===== config.mk =====
export PLATFORM = sky130hd
export DESIGN_NAME = swm_cell
export DESIGN_NICKNAME = d
export VERILOG_FILES = /design/src/sv/swm_pkg.sv /design/src/sv/swm_cell.sv
export SDC_FILE = /design/constraint.sdc
export NUM_CORES = 1
export LEC_CHECK = 0
export ABC_AREA = 1
export BUFFER_PORTS_ARGS = -buffer_cell sky130_fd_sc_hd__buf_2
export CORE_ASPECT_RATIO = 0.6
export CORE_MARGIN = 3
export CORE_UTILIZATION = 50
export CTS_BUF_LIST = sky130_fd_sc_hd__clkbuf_4 sky130_fd_sc_hd__clkbuf_8 sky130_fd_sc_hd__clkbuf_16
export CTS_CLUSTER_DIAMETER = 40
export DETAILED_ROUTE_END_ITERATION = 8
export PLACE_DENSITY = 0.93
export SKIP_CTS_REPAIR_TIMING = 1
export SKIP_LAST_GASP = 1
export SYNTH_ARGS = -nofsm -noshare
export SYNTH_HDL_FRONTEND = slang
export SYNTH_SLANG_ARGS = --single-unit

===== constraint.sdc =====
create_clock -name clock -period 5 [get_ports clock]
set_clock_uncertainty 0.05 [all_clocks]
set_input_delay 0.75 -clock clock [delete_from_list [all_inputs] [get_ports clock]]
set_output_delay 0.75 -clock clock [all_outputs]
set_load 0.005 [all_outputs]

===== src/sv/swm_pkg.sv =====
// Package with the shared types and constants of the sliding window median filter.
`default_nettype none

package swm_pkg;

   // Deepest window the cell row can hold.
   localparam int MAX_WINDOW = 64;

   // Width of a cell index and of an entry's age tag.
   localparam int IDX_W = $clog2(MAX_WINDOW);

   // Width of a window length or an entry count, which may equal MAX_WINDOW.
   localparam int CNT_W = $clog2(MAX_WINDOW + 1);

   // Fixed field widths of the streams and of the window length register.
   localparam int SAMPLE_W = 32;
   localparam int MEDIAN_W = SAMPLE_W + 1;
   localparam int LEN_W    = 7;

   // Operation that every cell performs in the current cycle.
   localparam logic [1:0] OP_HOLD   = 2'd0;
   localparam logic [1:0] OP_PRUNE  = 2'd1;
   localparam logic [1:0] OP_SHIFT  = 2'd2;
   localparam logic [1:0] OP_INSERT = 2'd3;

   // Contents of one cell: a stored sample, its age and whether it holds one.
   typedef struct packed {
      logic                       valid;
      logic [IDX_W-1:0]           age;
      logic signed [SAMPLE_W-1:0] value;
   } cell_data_type;

   // Control broadcast from the sequencer to every cell.
   typedef struct packed {
      logic [1:0]                 op;
      logic                       clear;
      logic [CNT_W-1:0]           win;
      logic signed [SAMPLE_W-1:0] sample;
   } cell_ctrl_type;

endpackage

`default_nettype wire


===== src/sv/swm_cell.sv =====
// One cell of the sorted row: holds one entry and trades it with its neighbors.
`default_nettype none

module swm_cell (
   input  wire logic                   clock,
   input  wire logic                   reset,
   input  wire swm_pkg::cell_ctrl_type ctrl,
   input  wire swm_pkg::cell_data_type left_q,
   input  wire swm_pkg::cell_data_type right_q,
   input  wire logic                   le_in,
   input  wire logic                   gap_in,
   output swm_pkg::cell_data_type      data_q,
   output logic                        le_out,
   output logic                        gap_out
);

   swm_pkg::cell_data_type data_ff;
   swm_pkg::cell_data_type data_in;
   logic                   keep_age;

   // This entry sorts at or below the new sample; true for a prefix of the row.
   assign le_out  = data_ff.valid && (data_ff.value <= ctrl.sample);
   // Some cell at or left of this one is empty.
   assign gap_out = gap_in || !data_ff.valid;

   assign keep_age = (swm_pkg::CNT_W'(data_ff.age) + swm_pkg::CNT_W'(1)) < ctrl.win;

   always_comb begin
      data_in = data_ff;
      case (ctrl.op)
         swm_pkg::OP_PRUNE: begin
            data_in.valid = data_ff.valid && !ctrl.clear && keep_age;
            data_in.age   = data_ff.age + swm_pkg::IDX_W'(1);
         end
         swm_pkg::OP_SHIFT: begin
            if (gap_out) begin
               data_in = right_q;
            end
         end
         swm_pkg::OP_INSERT: begin
            if (!le_out) begin
               if (le_in) begin
                  data_in.valid = 1'b1;
                  data_in.age   = '0;
                  data_in.value = ctrl.sample;
               end else begin
                  data_in = left_q;
               end
            end
         end
         default: begin
            data_in = data_ff;
         end
      endcase
   end

   // Only the valid flag needs a reset; the payload of an empty cell is never used.
   always_ff @(posedge clock) begin
      if (reset) begin
         data_ff.valid <= 1'b0;
      end else begin
         data_ff.valid <= data_in.valid;
      end
      data_ff.age   <= data_in.age;
      data_ff.value <= data_in.value;
   end

   assign data_q = data_ff;

endmodule

`default_nettype wire


==> results of run 1 <==
==> power by group <==
part	internal (mW)	switching, mW
logic	0.139	0.172
clock network	0.109	0.104
registers	0.406	0.0255
==> worst max-delay path: stages <==
cell and delay [ns]:
sky130_fd_sc_hd__buf_2 0.10, sky130_fd_sc_hd__inv_1 0.04, sky130_fd_sc_hd__ha_1 0.33, sky130_fd_sc_hd__a21oi_1 0.18, sky130_fd_sc_hd__nand2_1 0.08, sky130_fd_sc_hd__nand2_1 0.06
sky130_fd_sc_hd__nand2_1 0.07, sky130_fd_sc_hd__a21oi_2 0.15, sky130_fd_sc_hd__nand3_1 0.13, sky130_fd_sc_hd__a31oi_1 0.18, sky130_fd_sc_hd__buf_2 0.14
==> synth_stat cells, drive strengths merged <==
cell	number	area share (%)
a21o	1	0.24
a21oi	81	13
a22oi	3	0.72
a31o	1	0.28
a31oi	1	0.20
buf	3	0.48
clkbuf	10	1.2
clkinv	1	0.12
dfxtp	1	0.64
edfxtp	38	36
ha	39	16
inv	62	7.4
nand2	93	12
nand3	11	2.1
nand4	3	0.60
nor2	47	6.1
o2111ai	1	0.28
o211a	1	0.32
o211ai	1	0.24
o21a	2	0.48
o21ai	6	0.95
o21bai	1	0.24
or2	2	0.56
xor2	2	0.56
==> path summary, 6_finish.rpt <==
kind / start / end / slack [ns] / depth (start not counted)
worst min register to register: data_q[38]$_SDFFE_PP0P_ / data_q[38]$_SDFFE_PP0P_ / 0.58 / 4
worst max-delay path: ctrl[19] / le_out / 2.00 / 11
worst max register to register: data_q[15]$_DFFE_PP_ / data_q[14]$_DFFE_PP_ / 2.19 / 14
worst min-delay path: data_q[38]$_SDFFE_PP0P_ / data_q[38]$_SDFFE_PP0P_ / 0.58 / 4
==> cell families after synthesis <==
kind of cell	count (synthesis)	share of synthesized area, %
AO/OA/AOI/OAI	99	16.95
flip-flops	39	36.91
XOR/XNOR	2	0.5570
adder cells (fa/ha/maj)	39	15.51
AND/OR/NAND/NOR	156	20.88
buffers and inverters	76	9.189
==> per-stage QoR <==
stage	power, mW	hold WS (ns)	setup WS [ns]	std cells
2_1_floorplan	0.6109	0.5418	2.086	411
3_3_place_gp	0.7327	0.5495	1.704	644
3_5_place_dp	0.7495	0.5653	1.693	644
4_1_cts	0.9616	0.5792	1.993	652
5_1_grt	1.027	0.6771	1.773	652
6_report	0.9553	0.5783	2.003	652
==> cell type report <==
class / count / area, µm² / share of cell area [%]
Sequential cell: 39 / 1161 / 28.20
Clock inverter: 1 / 5.005 / 0.1215
Inverter: 63 / 236.5 / 5.743
Tap cell: 80 / 100.1 / 2.431
Timing Repair Buffer: 166 / 835.8 / 20.30
Clock buffer: 7 / 83.83 / 2.036
Multi-Input combinational cell: 296 / 1695 / 41.17
==> per-layer routing <==
metal | wire, µm | up-vias | global-route usage, %
li1 | - | 1686 | -
met1 | 3864 | 1480 | 30.32
met2 | 4256 | 146 | 41.95
met3 | 831 | 9 | 5.826
met4 | 66 | 0 | 5.197
met5 | 0 | - | 0
==> insert_results.sql, run 1 <==
INSERT INTO impl_metrics (metric_group, metric, value, unit) VALUES
('outcome', 'outcome', 'complete, no violations', ''),
('final_layout', 'areaGrowthSynthToFinish', '30.91', '%'),
('placed_design', 'io_buffers', '164', ''),
('critical_path', 'path_max_fanout', '3', ''),
('drt', 'avgViaCountPerCell', '5.094', ''),
('clock_network', 'clockRootBuffer', 'sky130_fd_sc_hd__clkbuf_8', ''),
('clock_network', 'clk_pin_slew_worst_paths', '0.07', 'ns'),
('pwr', 'ir_drop', '140.6', 'µV'),
('clock_network', 'cts_tree', 'built', ''),
('floorplanning', 'std_cell_rows', '21', ''),
('critical_path', 'worst_setup_path_start_kind', 'input port', ''),
('sta', 'period_needed', '2.997', 'ns'),
('yosys', 'syn-instance-count', '411', ''),
('drt', 'post_detailed_route_wirelength_per_cell', '13.83', 'µm'),
('final_layout', 'layout_common_cells', 'sky130_fd_sc_hd__buf_2 (164), sky130_fd_sc_hd__nand2_1 (87), sky130_fd_sc_hd__a21oi_1 (80)', ''),
('critical_path', 'endpoint_kind', 'output pin', ''),
('final_layout', 'stdcell_area', '4118', 'µm²'),
('critical_path', 'timing.critical_path.arrival', '2.20', 'ns'),
('sta', 'hold_viol_final', '0', ''),
('critical_path', 'worst-setup-path-type', 'input port to output pin', ''),
('sta', 'worst-slew-pin-transition', '1.086', 'ns'),
('sta', 'timing.final.crit_share', '59.95', '%'),
('yosys', 'netlist-cell-type-count', '30', ''),
('global_route', 'grt_max_degree', '36', ''),
('final_layout', 'largest_register_ff_count', '39', ''),
('yosys', 'synth.net_count', '574', ''),
('drt', 'starting_drc_count_in_detailed_routing', '203', ''),
('global_route', 'grt_antenna_before_repair', '0', ''),
('yosys', 'yosysWarningCount', '0', ''),
('global_route', 'gr-usage-all-layers', '23.88', '%'),
('yosys', 'sequential_element_share_of_the_synthesized_area', '36.91', '%'),
('drt', 'dr_total_vias', '3321', ''),
('floorplanning', 'pin_count', '165', ''),
('pwr', 'power.static_leakage', '2.225', 'nW'),
('clock_network', 'clk_latency', '0.29', 'ns'),
('drt', 'total_wirelength_of_the_detailed_routed_design', '9019', 'µm'),
('drt', 'route.detailed.drc', '0', ''),
('global_route', 'first_pass_grt_wire_length', '13520', 'µm'),
('placed_design', 'gp_routability_congestion', '0.8384', ''),
('critical_path', 'cp.required', '4.20', 'ns'),
('hold_path', 'min_path_type', 'flip-flop to flip-flop', ''),
('yosys', 'synthesis.area_per_instance', '7.653', 'µm²'),
('yosys', 'mapped_cell_area', '3146', 'µm²'),
('floorplanning', 'die_h', '67.44', 'µm'),
('final_layout', 'final_util', '70.59', '%'),
('yosys', 'synth_seq_cells', '39', ''),
('final_layout', 'most_frequent_standard_cell_in_the_layout_excluding_fill_and_tap_cells', 'sky130_fd_sc_hd__buf_2', ''),
('sta', 'fmax', '333.6', 'MHz'),
('sta', 'setup_violating_endpoint_count_in_the_final_report', '0', ''),
('final_layout', 'filler_cells', '484', ''),
('clock_network', 'number_of_cts_inserted_buffers', '5', ''),
('clock_network', 'h-tree-depth', '2', ''),
('clock_network', 'clock_net_sink_count', '39', ''),
('pwr', 'pwr_density_cell', '232.0', 'nW/µm²'),
('drt', 'firstDrtPassIters', '5', ''),
('final_layout', 'final_net_count', '734', ''),
('sta', 'finalMaxSlewViolations', '0', ''),
('global_route', 'gr-total-overflow', '0', ''),
('sta', 'rsz_0062_raised_after_global_routing', 'no', ''),
('floorplanning', 'fp.coreArea', '5833', 'µm²'),
('final_layout', 'diodes', '0', ''),
('run', 'max_cap_violations', '0', ''),
('sta', 'totalNegativeSetupSlack', '0', 'ns'),
('placed_design', 'dp.final_hpwl', '7240', 'µm'),
('drt', 'ant_nets', '0', ''),
('floorplanning', 'starting_density_of_the_core', '53.93', '%'),
('placed_design', 'dpl_cell_area', '4029', 'µm²'),
('global_route', 'grt_pass1_vias', '3031', ''),
('final_layout', 'fraction_of_final_layout_cells_sized_beyond_drive_strength_1', '33.74', '%'),
('floorplanning', 'floorplan.die_area', '7310', 'µm²'),
('floorplanning', 'die_w', '108.4', 'µm'),
('clock_network', 'clockBufferDepth', '2', ''),
('sta', 'timing.slew.headroom', '27.50', '%');
(Power assumes the default switching activity.)
==> inputs of run 2 (changes only) <==
- CORE_UTILIZATION: 50 -> 42
- PLACE_DENSITY: 0.93 -> 0.84
- clock period: 5 -> 2.75 ns (I/O delays scaled with it)
==> insert_results.sql, run 2 (same netlist as run 1, synthesis figures left out) <==
INSERT INTO impl_metrics (metric_group, metric, value, unit) VALUES
('critical_path', 'cp_cell_sequence', 'ha_1 > nand2_1 > nand2_1 > nand3_1 > nand2_1 > nand2_1 > nand2_1 > a21oi_2 > nand3_1 > a31oi_1 > buf_2', ''),
('pwr', 'ir_drop', '272.1', 'µV'),
('critical_path', 'rr_endpoint', 'data_q[20]$_DFFE_PP_', ''),
('sta', 'fmax', '401.6', 'MHz'),
('drt', 'starting_drc_count_in_detailed_routing', '169', ''),
('sta', 'period_needed', '2.490', 'ns'),
('pwr', 'pwr_density_cell', '453.9', 'nW/µm²'),
('global_route', 'first_pass_grt_wire_length', '15410', 'µm'),
('final_layout', 'diodes', '0', ''),
('clock_network', 'cts_tree', 'built', ''),
('global_route', 'grt_antenna_before_repair', '0', ''),
('sta', 'hold_viol_final', '0', ''),
('clock_network', 'clock_net_sink_count', '39', ''),
('final_layout', 'largest_register_ff_count', '39', ''),
('placed_design', 'dp.final_hpwl', '7777', 'µm'),
('clock_network', 'clockBufferDepth', '2', ''),
('sta', 'finalMaxSlewViolations', '0', ''),
('global_route', 'grt_pass1_vias', '3320', ''),
('floorplanning', 'die_h', '73.04', 'µm'),
('critical_path', 'endpoint_kind', 'output pin', ''),
('critical_path', 'timing.critical_path.arrival', '2.03', 'ns'),
('outcome', 'outcome', 'complete, no violations', ''),
('final_layout', 'layout_common_cells', 'sky130_fd_sc_hd__buf_2 (164), sky130_fd_sc_hd__nand2_1 (87), sky130_fd_sc_hd__a21oi_1 (80)', ''),
('critical_path', 'cpPeakStageDelay', '0.40', 'ns'),
('final_layout', 'most_frequent_standard_cell_in_the_layout_excluding_fill_and_tap_cells', 'sky130_fd_sc_hd__buf_2', ''),
('global_route', 'gr-total-overflow', '0', ''),
('hold_path', 'hold-path-cell-count', '3', ''),
('drt', 'firstDrtPassIters', '4', ''),
('drt', 'total_wirelength_of_the_detailed_routed_design', '9565', 'µm'),
('floorplanning', 'starting_density_of_the_core', '45.17', '%'),
('global_route', 'grt_max_degree', '34', ''),
('final_layout', 'final_util', '60.73', '%'),
('final_layout', 'fraction_of_final_layout_cells_sized_beyond_drive_strength_1', '33.74', '%'),
('drt', 'ant_nets', '0', ''),
('floorplanning', 'std_cell_rows', '23', ''),
('critical_path', 'cp.required', '2.29', 'ns'),
('critical_path', 'worst-r2r-cell-count', '14', ''),
('critical_path', 'path_buf_inv', '1', ''),
('critical_path', 'path_common_cell', 'sky130_fd_sc_hd__nand2_1', ''),
('sta', 'timing.slew.headroom', '27.49', '%'),
('critical_path', 'setup.reg_to_reg.worst_slack', '0.33', 'ns'),
('clock_network', 'clk_latency', '0.27', 'ns'),
('floorplanning', 'die_w', '117.7', 'µm'),
('clock_network', 'clockRootBuffer', 'sky130_fd_sc_hd__clkbuf_16', ''),
('sta', 'timing.final.crit_share', '90.54', '%'),
('placed_design', 'gp_routability_congestion', '0.8863', ''),
('clock_network', 'h-tree-depth', '2', ''),
('clock_network', 'number_of_cts_inserted_buffers', '5', ''),
('global_route', 'gr-usage-all-layers', '22.13', '%'),
('sta', 'rsz_0062_raised_after_global_routing', 'no', ''),
('critical_path', 'worst_setup_path_start_kind', 'flip-flop', ''),
('floorplanning', 'floorplan.die_area', '8598', 'µm²'),
('hold_path', 'beginning_of_the_worst_hold_path', 'left_q[33]', ''),
('sta', 'worst-slew-pin-transition', '1.086', 'ns'),
('floorplanning', 'fp.coreArea', '6964', 'µm²'),
('final_layout', 'areaGrowthSynthToFinish', '34.45', '%'),
('sta', 'setup_violating_endpoint_count_in_the_final_report', '0', ''),
('critical_path', 'critical-path-slowest-cell', 'sky130_fd_sc_hd__edfxtp_1', ''),
('placed_design', 'io_buffers', '164', ''),
('drt', 'route.detailed.drc', '0', ''),
('pwr', 'power.static_leakage', '2.264', 'nW'),
('critical_path', 'worst-setup-path-type', 'flip-flop to output pin', ''),
('final_layout', 'final_net_count', '737', ''),
('sta', 'totalNegativeSetupSlack', '0', 'ns'),
('hold_path', 'hold-path-endpoint', 'data_q[33]$_DFFE_PP_', ''),
('critical_path', 'reg2reg_from', 'data_q[15]$_DFFE_PP_', ''),
('critical_path', 'path_max_fanout', '2', ''),
('drt', 'post_detailed_route_wirelength_per_cell', '14.17', 'µm'),
('drt', 'avgViaCountPerCell', '4.990', ''),
('hold_path', 'min_path_type', 'input port to flip-flop', ''),
('run', 'max_cap_violations', '0', ''),
('floorplanning', 'pin_count', '165', ''),
('drt', 'dr_total_vias', '3368', ''),
('clock_network', 'clk_pin_slew_worst_paths', '0.06', 'ns'),
('critical_path', 'critical-path-top-delay-family', 'simple AND/OR/NAND/NOR gates', '');
run 2: cell types whose count changed in the layout (fill, tap and decap cells not counted), sizes merged:
cell	change
clkinv	+1
buf	+3
clkbuf	-1
run 2: how the worst max path moves through the flow:
stage                               startpoint                   end  slack, ns  cells past startpoint
after floorplan                       ctrl[31]   data_q[0]$_DFFE_PP_       0.17                     12
after global placement                ctrl[13]  data_q[19]$_DFFE_PP_       0.21                     15
after detailed placement              ctrl[13]  data_q[19]$_DFFE_PP_       0.18                     15
after CTS                 data_q[17]$_DFFE_PP_                le_out       0.23                     11
after global routing      data_q[13]$_DFFE_PP_                le_out       0.04                      9
final                     data_q[17]$_DFFE_PP_                le_out       0.26                     11
run 2: through the flow:
step                      area [µm²]  setup slack (ns)  hold slack (ns)  total power, mW  instances
final                           4229            0.2601           0.3624            1.920        675
after global routing            4229           0.04394           0.3741            2.059        675
after CTS                       4229            0.2297           0.3559            1.935        675
after detailed placement        4089            0.1761           0.5861            1.377        667
after global placement          4089            0.2083           0.5655            1.346        667
after floorplan                 3146            0.1736           0.5418            1.111        411
run 2: power by group:
| part | internal [mW] | leakage [nW] | switching [mW] |
|---|---|---|---|
| sequential | 0.738 | 0.385 | 0.0466 |
| combinational | 0.260 | 1.81 | 0.321 |
| clock | 0.340 | 0.0694 | 0.213 |
| total | 1.34 | 2.26 | 0.581 |
run 2: routing by layer:
layer  GRT usage [%]  up-vias  part of all wire, %
met2           39.19      144                   47
met5               0        -                    0
met3           7.823        4                  9.6
met4           3.377        0                 0.39
li1                -     1690                    -
met1           26.95     1530                   43
run 2: area by class of cell:
type	count	area [µm²]
clock buffer	6	132.6
clock inverter	2	7.507
fill	638	2735
inverter	63	236.5
multi-input combinational	296	1695
sequential	39	1161
tap	100	125.1
timing repair buffer	169	870.8
run 2: tightest hold or removal path: cells and delay by family:
family                 cells  cell delay, ns
buffers and inverters      1            0.08
and+or+nand+nor            2            0.09
==> inputs of run 3 (changes only) <==
==> constraint.sdc (replaced) <==
create_clock -name clock -period 2.75 [get_ports clock]
set_clock_uncertainty 0.05 [all_clocks]
set_input_delay 0.275 -clock clock [delete_from_list [all_inputs] [get_ports clock]]
set_output_delay 0.275 -clock clock [all_outputs]
set_load 0.005 [all_outputs]
==> insert_results.sql, run 3 (same netlist as run 1, synthesis figures left out) <==
INSERT INTO impl_metrics (metric_group, metric, value, unit) VALUES
('clock_network', 'clockBufferDepth', '2', ''),
('floorplanning', 'std_cell_rows', '23', ''),
('sta', 'finalHoldWorstSlack', '0.2319', 'ns'),
('final_layout', 'fraction_of_final_layout_cells_sized_beyond_drive_strength_1', '33.80', '%'),
('sta', 'hold_viol_final', '0', ''),
('critical_path', 'worst-r2r-cell-count', '14', ''),
('final_layout', 'diodes', '0', ''),
('drt', 'dr_total_vias', '3342', ''),
('hold_path', 'beginning_of_the_worst_hold_path', 'left_q[33]', ''),
('global_route', 'grt_max_degree', '34', ''),
('hold_path', 'hold-path-endpoint', 'data_q[33]$_DFFE_PP_', ''),
('global_route', 'gr-usage-all-layers', '20.75', '%'),
('floorplanning', 'fp.coreArea', '6964', 'µm²'),
('global_route', 'grt_antenna_before_repair', '0', ''),
('pwr', 'ir_drop', '265.3', 'µV'),
('critical_path', 'timing.critical_path.arrival', '2.27', 'ns'),
('floorplanning', 'die_h', '73.04', 'µm'),
('pwr', 'power.static_leakage', '2.272', 'nW'),
('drt', 'ant_nets', '0', ''),
('drt', 'route.detailed.drc', '0', ''),
('sta', 'worst-slew-pin-transition', '1.073', 'ns'),
('final_layout', 'largest_register_ff_count', '39', ''),
('critical_path', 'path_common_cell', 'sky130_fd_sc_hd__nand2_1', ''),
('drt', 'total_wirelength_of_the_detailed_routed_design', '9103', 'µm'),
('floorplanning', 'die_w', '117.7', 'µm'),
('critical_path', 'worst_setup_path_start_kind', 'flip-flop', ''),
('final_layout', 'final_net_count', '736', ''),
('placed_design', 'dpl_cell_area', '4081', 'µm²'),
('global_route', 'grt_pass1_vias', '3290', ''),
('sta', 'totalNegativeSetupSlack', '0', 'ns'),
('critical_path', 'critical-path-slowest-cell', 'sky130_fd_sc_hd__edfxtp_1', ''),
('placed_design', 'io_buffers', '164', ''),
('final_layout', 'stdcell_area', '4245', 'µm²'),
('sta', 'period_needed', '2.352', 'ns'),
('hold_path', 'min_path_type', 'input port to flip-flop', ''),
('final_layout', 'final_util', '60.96', '%'),
('critical_path', 'cp_cell_sequence', 'ha_1 > nand2_1 > nor2_1 > nand2_1 > clkinv_1 > nand2_1 > nand2_1 > nand2_2 > nand3_1 > nand3_2 > nand3_2 > o21ai_1 > inv_1 > buf_12', ''),
('final_layout', 'layout_common_cells', 'sky130_fd_sc_hd__buf_2 (164), sky130_fd_sc_hd__nand2_1 (87), sky130_fd_sc_hd__a21oi_1 (80)', ''),
('floorplanning', 'starting_density_of_the_core', '45.17', '%'),
('placed_design', 'dp.final_hpwl', '7432', 'µm'),
('drt', 'avgViaCountPerCell', '4.958', ''),
('global_route', 'first_pass_grt_wire_length', '14570', 'µm'),
('clock_network', 'clk_latency', '0.28', 'ns'),
('global_route', 'gr-total-overflow', '0', ''),
('sta', 'finalMaxSlewViolations', '0', ''),
('clock_network', 'clock_net_sink_count', '39', ''),
('pwr', 'pwr_density_cell', '470.7', 'nW/µm²'),
('sta', 'timing.final.crit_share', '85.52', '%'),
('hold_path', 'hold-path-cell-count', '3', ''),
('critical_path', 'cpPeakStageDelay', '0.39', 'ns'),
('critical_path', 'worst-setup-path-type', 'flip-flop to flip-flop', ''),
('sta', 'fmax', '425.2', 'MHz'),
('critical_path', 'path_max_fanout', '32', ''),
('final_layout', 'most_frequent_standard_cell_in_the_layout_excluding_fill_and_tap_cells', 'sky130_fd_sc_hd__buf_2', ''),
('run', 'max_cap_violations', '0', ''),
('drt', 'post_detailed_route_wirelength_per_cell', '13.51', 'µm'),
('clock_network', 'cts_tree', 'built', ''),
('drt', 'starting_drc_count_in_detailed_routing', '134', ''),
('critical_path', 'critical-path-top-delay-family', 'simple AND/OR/NAND/NOR gates', ''),
('placed_design', 'gp_routability_congestion', '0.8868', ''),
('critical_path', 'path_buf_inv', '3', ''),
('clock_network', 'number_of_cts_inserted_buffers', '5', ''),
('clock_network', 'h-tree-depth', '2', ''),
('floorplanning', 'pin_count', '165', ''),
('sta', 'setup_violating_endpoint_count_in_the_final_report', '0', ''),
('outcome', 'outcome', 'complete, no violations', ''),
('floorplanning', 'floorplan.die_area', '8598', 'µm²'),
('critical_path', 'reg2reg_from', 'data_q[13]$_DFFE_PP_', ''),
('sta', 'rsz_0062_raised_after_global_routing', 'no', ''),
('clock_network', 'clk_pin_slew_worst_paths', '0.06', 'ns'),
('critical_path', 'endpoint_kind', 'flip-flop', ''),
('critical_path', 'cp.required', '2.67', 'ns'),
('clock_network', 'clockRootBuffer', 'sky130_fd_sc_hd__clkbuf_16', ''),
('final_layout', 'areaGrowthSynthToFinish', '34.96', '%'),
('drt', 'firstDrtPassIters', '5', ''),
('sta', 'timing.slew.headroom', '28.42', '%'),
('critical_path', 'rr_endpoint', 'data_q[13]$_DFFE_PP_', ''),
('critical_path', 'setup.reg_to_reg.worst_slack', '0.40', 'ns');
run 3: cell types whose count changed in the layout (fill, tap and decap cells not counted), sizes merged:
cell,before,now
clkbuf,6,5
buf,169,168
bufinv,0,1
run 3: layout make-up:
class                      instances  area [µm²]
timing repair buffer             168       863.3
multi-input combinational        296        1695
clock inverter                     3       38.79
sequential                        39        1161
tap                              100       125.1
inverter                          63       236.5
fill                             650        2719
clock buffer                       5       125.1
run 3: through the flow:
stage | setup WS, ns | cells | total power [mW]
floorplan | 0.2086 | 411 | 1.111
global placement | 0.3991 | 666 | 1.344
detailed placement | 0.3758 | 666 | 1.370
CTS | 0.3718 | 674 | 2.017
global route | 0.1912 | 674 | 2.129
finish | 0.3981 | 674 | 1.998
run 3: metal layers:
| metal | global-route usage (%) | vias to the layer above | wire [µm] |
|---|---|---|---|
| met5 | 0 | - | 0 |
| met4 | 2.857 | 0 | 12 |
| met3 | 6.662 | 3 | 899 |
| met2 | 37.34 | 156 | 4187 |
| met1 | 25.35 | 1490 | 4003 |
| li1 | - | 1693 | - |
run 3: worst max-delay path by stage:
| stage | startpoint | end | slack, ns | cells after the start |
|---|---|---|---|---|
| global placement | ctrl[13] | data_q[12]$_DFFE_PP_ | 0.40 | 15 |
| CTS | data_q[13]$_DFFE_PP_ | le_out | 0.37 | 9 |
| finish | data_q[13]$_DFFE_PP_ | data_q[13]$_DFFE_PP_ | 0.40 | 14 |
| detailed placement | ctrl[13] | data_q[13]$_DFFE_PP_ | 0.38 | 15 |
| floorplan | data_q[31]$_DFFE_PP_ | data_q[0]$_DFFE_PP_ | 0.21 | 11 |
| global route | data_q[13]$_DFFE_PP_ | data_q[13]$_DFFE_PP_ | 0.19 | 13 |
run 3: report_power, final:
part	total, mW	switching (mW)	internal, mW	leakage, nW
Clock	0.640	0.217	0.423	0.0812
Sequential	0.782	0.0439	0.738	0.385
Combinational	0.576	0.317	0.259	1.81
run 3: worst reg2reg max path, delay by kind of cell (launching register included):
family                   cells  cell delay (ns)
AND/OR/NAND/NOR              9             0.83
flip-flops                   1             0.39
adder cells (fa/ha/maj)      1             0.31
buffers and inverters        3             0.37
AO/OA/AOI/OAI                1             0.08
